File: config.mk
export PLATFORM = sky130hd
export DESIGN_NAME = sppi_ram
export DESIGN_NICKNAME = d
export VERILOG_FILES = /design/src/design/sparse_pattern_pair_insert_defines.svh /design/src/design/sppi_ram.sv
export SDC_FILE = /design/constraint.sdc
export NUM_CORES = 1
export LEC_CHECK = 0
export BUFFER_PORTS_ARGS = -buffer_cell sky130_fd_sc_hd__buf_2
export CAP_MARGIN = 30
export CORE_UTILIZATION = 40
export CTS_CLUSTER_SIZE = 30
export DETAILED_ROUTE_END_ITERATION = 6
export PLACE_DENSITY = 0.7
export RECOVER_POWER = 50
export SLEW_MARGIN = 20
export SYNTH_ARGS = -nofsm -noshare
export SYNTH_HDL_FRONTEND = slang
export SYNTH_SLANG_ARGS = --single-unit
File: constraint.sdc
create_clock -name aclk -period 1.85 [get_ports aclk]
set_input_delay 0.4625 -clock aclk [delete_from_list [all_inputs] [get_ports aclk]]
set_output_delay 0.4625 -clock aclk [all_outputs]
set_load 0.005 [all_outputs]
File: src/design/sparse_pattern_pair_insert_defines.svh
// Assertion macros for the sparse pattern pair insert block.
// Depends on nothing; included by files that carry concurrent assertions.
`ifndef SPARSE_PATTERN_PAIR_INSERT_DEFINES_SVH
`define SPARSE_PATTERN_PAIR_INSERT_DEFINES_SVH

// Same-cycle implication, disabled during reset.
`define SPPI_ASSERT_SAME(label, clk, rst_n, ante, cons, msg) \
    label: assert property (@(posedge clk) disable iff (!(rst_n)) (ante) |-> (cons)) \
        else $error(msg);

// Next-cycle implication, disabled during reset.
`define SPPI_ASSERT_NEXT(label, clk, rst_n, ante, cons, msg) \
    label: assert property (@(posedge clk) disable iff (!(rst_n)) (ante) |=> (cons)) \
        else $error(msg);

`endif

File: src/design/sppi_ram.sv
// Generic single-write, single-read RAM with registered read data.
// Depends on nothing.
module sppi_ram #(
    parameter int WIDTH = 8,
    parameter int DEPTH = 16
) (
    input  logic                     aclk,
    input  logic                     we,
    input  logic [$clog2(DEPTH)-1:0] waddr,
    input  logic [WIDTH-1:0]         wdata,
    input  logic [$clog2(DEPTH)-1:0] raddr,
    output logic [WIDTH-1:0]         rdata
);

    logic [WIDTH-1:0] mem [DEPTH];
    logic [WIDTH-1:0] rdata_reg;

    always_ff @(posedge aclk) begin
        if (we) begin
            mem[waddr] <= wdata;
        end
        rdata_reg <= mem[raddr];
    end

    assign rdata = rdata_reg;

endmodule

==> flow_summary.ini <==
[run_status]
status = finished, final reports clean

[hold_path]
hold-path-cell-count = 4
hp-class = primary input to register

[die]
die_h_um = 115.4
core_um2 = 12570
rows = 41
die_area_um2 = 13330
initial_utilization = 0.4096
design.portCount = 26
die_width_um = 115.4

[routing]
num_vias = 2474
via_per_inst = 5.275
drc = 0
drt_iter0_markers = 250
ant_nets = 0
routed_wl_mm = 10.11
first_pass_iters = 4
routedWlPerCell_um = 21.57

[setup_path]
critPathSlowestCell = mux4_1
crit_path_start_kind = primary input
crit_chain = buf_2, buf_12, mux4_1, a22oi_1, nand2_1
rr_startpoint = mem[1][1]$_DFFE_PP_
worstSetupPathType = primary input to register
critical_path_arrival_ns = 1.80
required_ns = 2.14
cp_max_fo = 22
cp-endpoint = rdata[2]$_DFF_P_
end_kind = register
ff2ff_path_depth = 3
r2r-end = rdata[1]$_DFF_P_
max_stage_delay_ns = 0.62
critPathLaunch = raddr[0]
rrSetupSlack_ns = 0.46

[clock_network]
post-cts-setup-buffer-count = 0
numCtsBuffers = 17
clk_pin_slew_ns = 0.05
cts_sinks = 136
cts_root_buffer = clkbuf_16
postCtsResizedCells = 0
cts_max_path_buffers = 2
tritoncts = yes
clkLatencyLatePin_ns = 0.41
cts_max_level = 4
ctsHoldBuffers = 0

[grt]
grt_usage = 0.1708
grt_max_degree = 23
grt_overflow = 0
grt_pass1_wl_mm = 15.43
antenna_found_initial = 0
grt_pass1_vias = 2487

[timing]
finClkSkew_ns = 0.004446
fin_ws_ns = 0.3423
min_period_ns = 1.508
hold-worst-slack_ns = 0.5505
worst_pin_slew_ns = 0.7119
drv_slew = 0
rsz0062_at_grt = no
fin_crit_sh = 0.8150
setup_viol = 0
final-hold-violation-count = 0
relSlewSlack = 0.5236
fmax_mhz = 663.3

[final_layout]
largest_reg_flops = 128
drive_gt1_frac = 0.2727
nets = 302
area_growth_pct = 19.76
n_antenna_cell = 0
fill_cells = 1025

[placement]
gp_congestion = 0.7392
dp.final_hpwl_mm = 6.334
port_buffers = 25
post-place-ws_ns = -0.09047

[logic_synthesis]
yosysWarningCount = 0
synth_cells = 229
synth.distinct_cells = 19
ys_seq_area_frac = 0.7778
synth_area_um2 = 5147
ys_ff_latch = 136
synth.avg_cell_area_um2 = 22.48
synth_nets = 247

[power]
power_density_nw_per_um2 = 1153
intPower_mw = 5.724
peakVddDrop_mv = 0.6765
seqPwrFrac = 0.488
swShare = 0.1946
p_comb_frac = 0.045
power_leakage_nw = 2.065
switchingPower_mw = 1.383
clkPwrFrac = 0.467

[flow_run]
maxCapViolCount = 0
==> final cells by class <==
class	instances	area [um^2]	area share
clock buffer	22	454.2	0.07368
clock inverter	10	127.6	0.02070
multi-input combinational	83	1062	0.1723
sequential	136	4004	0.6495
tap	172	215.2	0.03491
timing repair buffer	46	301.5	0.04891
==> cell usage in the layout, fill, tap and decap left out, types with 3 or more instances in the layout <==
cell type	instances
a22oi_1	16
bufinv_16	3
nor2_1	13
buf_4	16
dfxtp_1	8
nor3_1	3
mux4_1	14
clkinv_2	3
clkbuf_1	15
buf_12	3
clkbuf_16	17
mux4_2	18
edfxtp_1	128
nand2_1	9
buf_2	16
==> worst max-delay path: cells and delay by family <==
family / cells / cell delay (ns)
AND/OR/NAND/NOR: 1 / 0.08
AO/OA/AOI/OAI: 1 / 0.28
buffers and inverters: 2 / 0.35
multiplexers: 1 / 0.62
==> power by group through the flow <==
stage	Combinational, mW	Sequential (mW)	Clock [mW]
after CTS	0.328	3.47	3.35
final	0.318	3.47	3.32
after global routing	0.348	3.48	3.49
after global placement	0.316	3.53	0
after floorplan	0.175	3.53	0
after detailed placement	0.324	3.53	0
==> stage by stage <==
stage | power (mW) | area (um^2) | TNS [ns] | util | std cells
5_1_grt | 7.320 | 6165 | 0 | 0.4905 | 469
6_report | 7.107 | 6165 | 0 | 0.4905 | 469
3_3_place_gp | 3.846 | 5602 | -0.1871 | 0.4457 | 437
4_1_cts | 7.148 | 6183 | 0 | 0.4920 | 469
2_1_floorplan | 3.700 | 5152 | 0 | - | 229
3_5_place_dp | 3.857 | 5602 | -0.2431 | 0.4457 | 437
==> synth_stat cells, drive strengths merged <==
master | instances | area, um^2
or3b | 1 | 8.760
clkdlybuf4s25 | 3 | 30.03
a22oi | 16 | 120.1
buf | 7 | 56.30
nand3b | 2 | 15.01
nor2 | 13 | 48.80
nor2b | 1 | 6.260
nor3 | 4 | 20.02
and2b | 1 | 7.510
dfxtp | 8 | 160.2
nand3 | 1 | 5.000
nand2 | 9 | 33.78
edfxtp | 128 | 3844
mux4 | 32 | 773.2
nand2b | 2 | 12.51
and2 | 1 | 6.260
==> worst min path at each step <==
stage                    startpoint             endpoint  slack (ns)
2_1_floorplan              wdata[0]  mem[0][0]$_DFFE_PP_        0.56
3_3_place_gp   mem[12][2]$_DFFE_PP_     rdata[2]$_DFF_P_        0.65
3_5_place_dp   mem[14][2]$_DFFE_PP_     rdata[2]$_DFF_P_        0.66
4_1_cts                    wdata[4]  mem[2][4]$_DFFE_PP_        0.43
5_1_grt                    raddr[1]     rdata[2]$_DFF_P_        0.58
6_report                   raddr[1]     rdata[2]$_DFF_P_        0.55
==> kinds of logic (layout without fill, tap and decap cells) <==
logic type / after synthesis / count (layout) / share of synthesized area
mux: 32 / 32 / 0.1502
buf+inv: 10 / 78 / 0.01677
compound gates: 16 / 16 / 0.02334
flops: 136 / 136 / 0.7778
simple gates: 35 / 35 / 0.03184
==> routing by layer <==
metal / track usage / vias up / wire (um)
li1: - / 1082 / -
met1: 0.2403 / 1282 / 4370
met2: 0.2511 / 100 / 4703
met3: 0.05753 / 10 / 917
met4: 0.05541 / 0 / 122
met5: 0 / - / 0
Power figures use the tool's default switching activity.
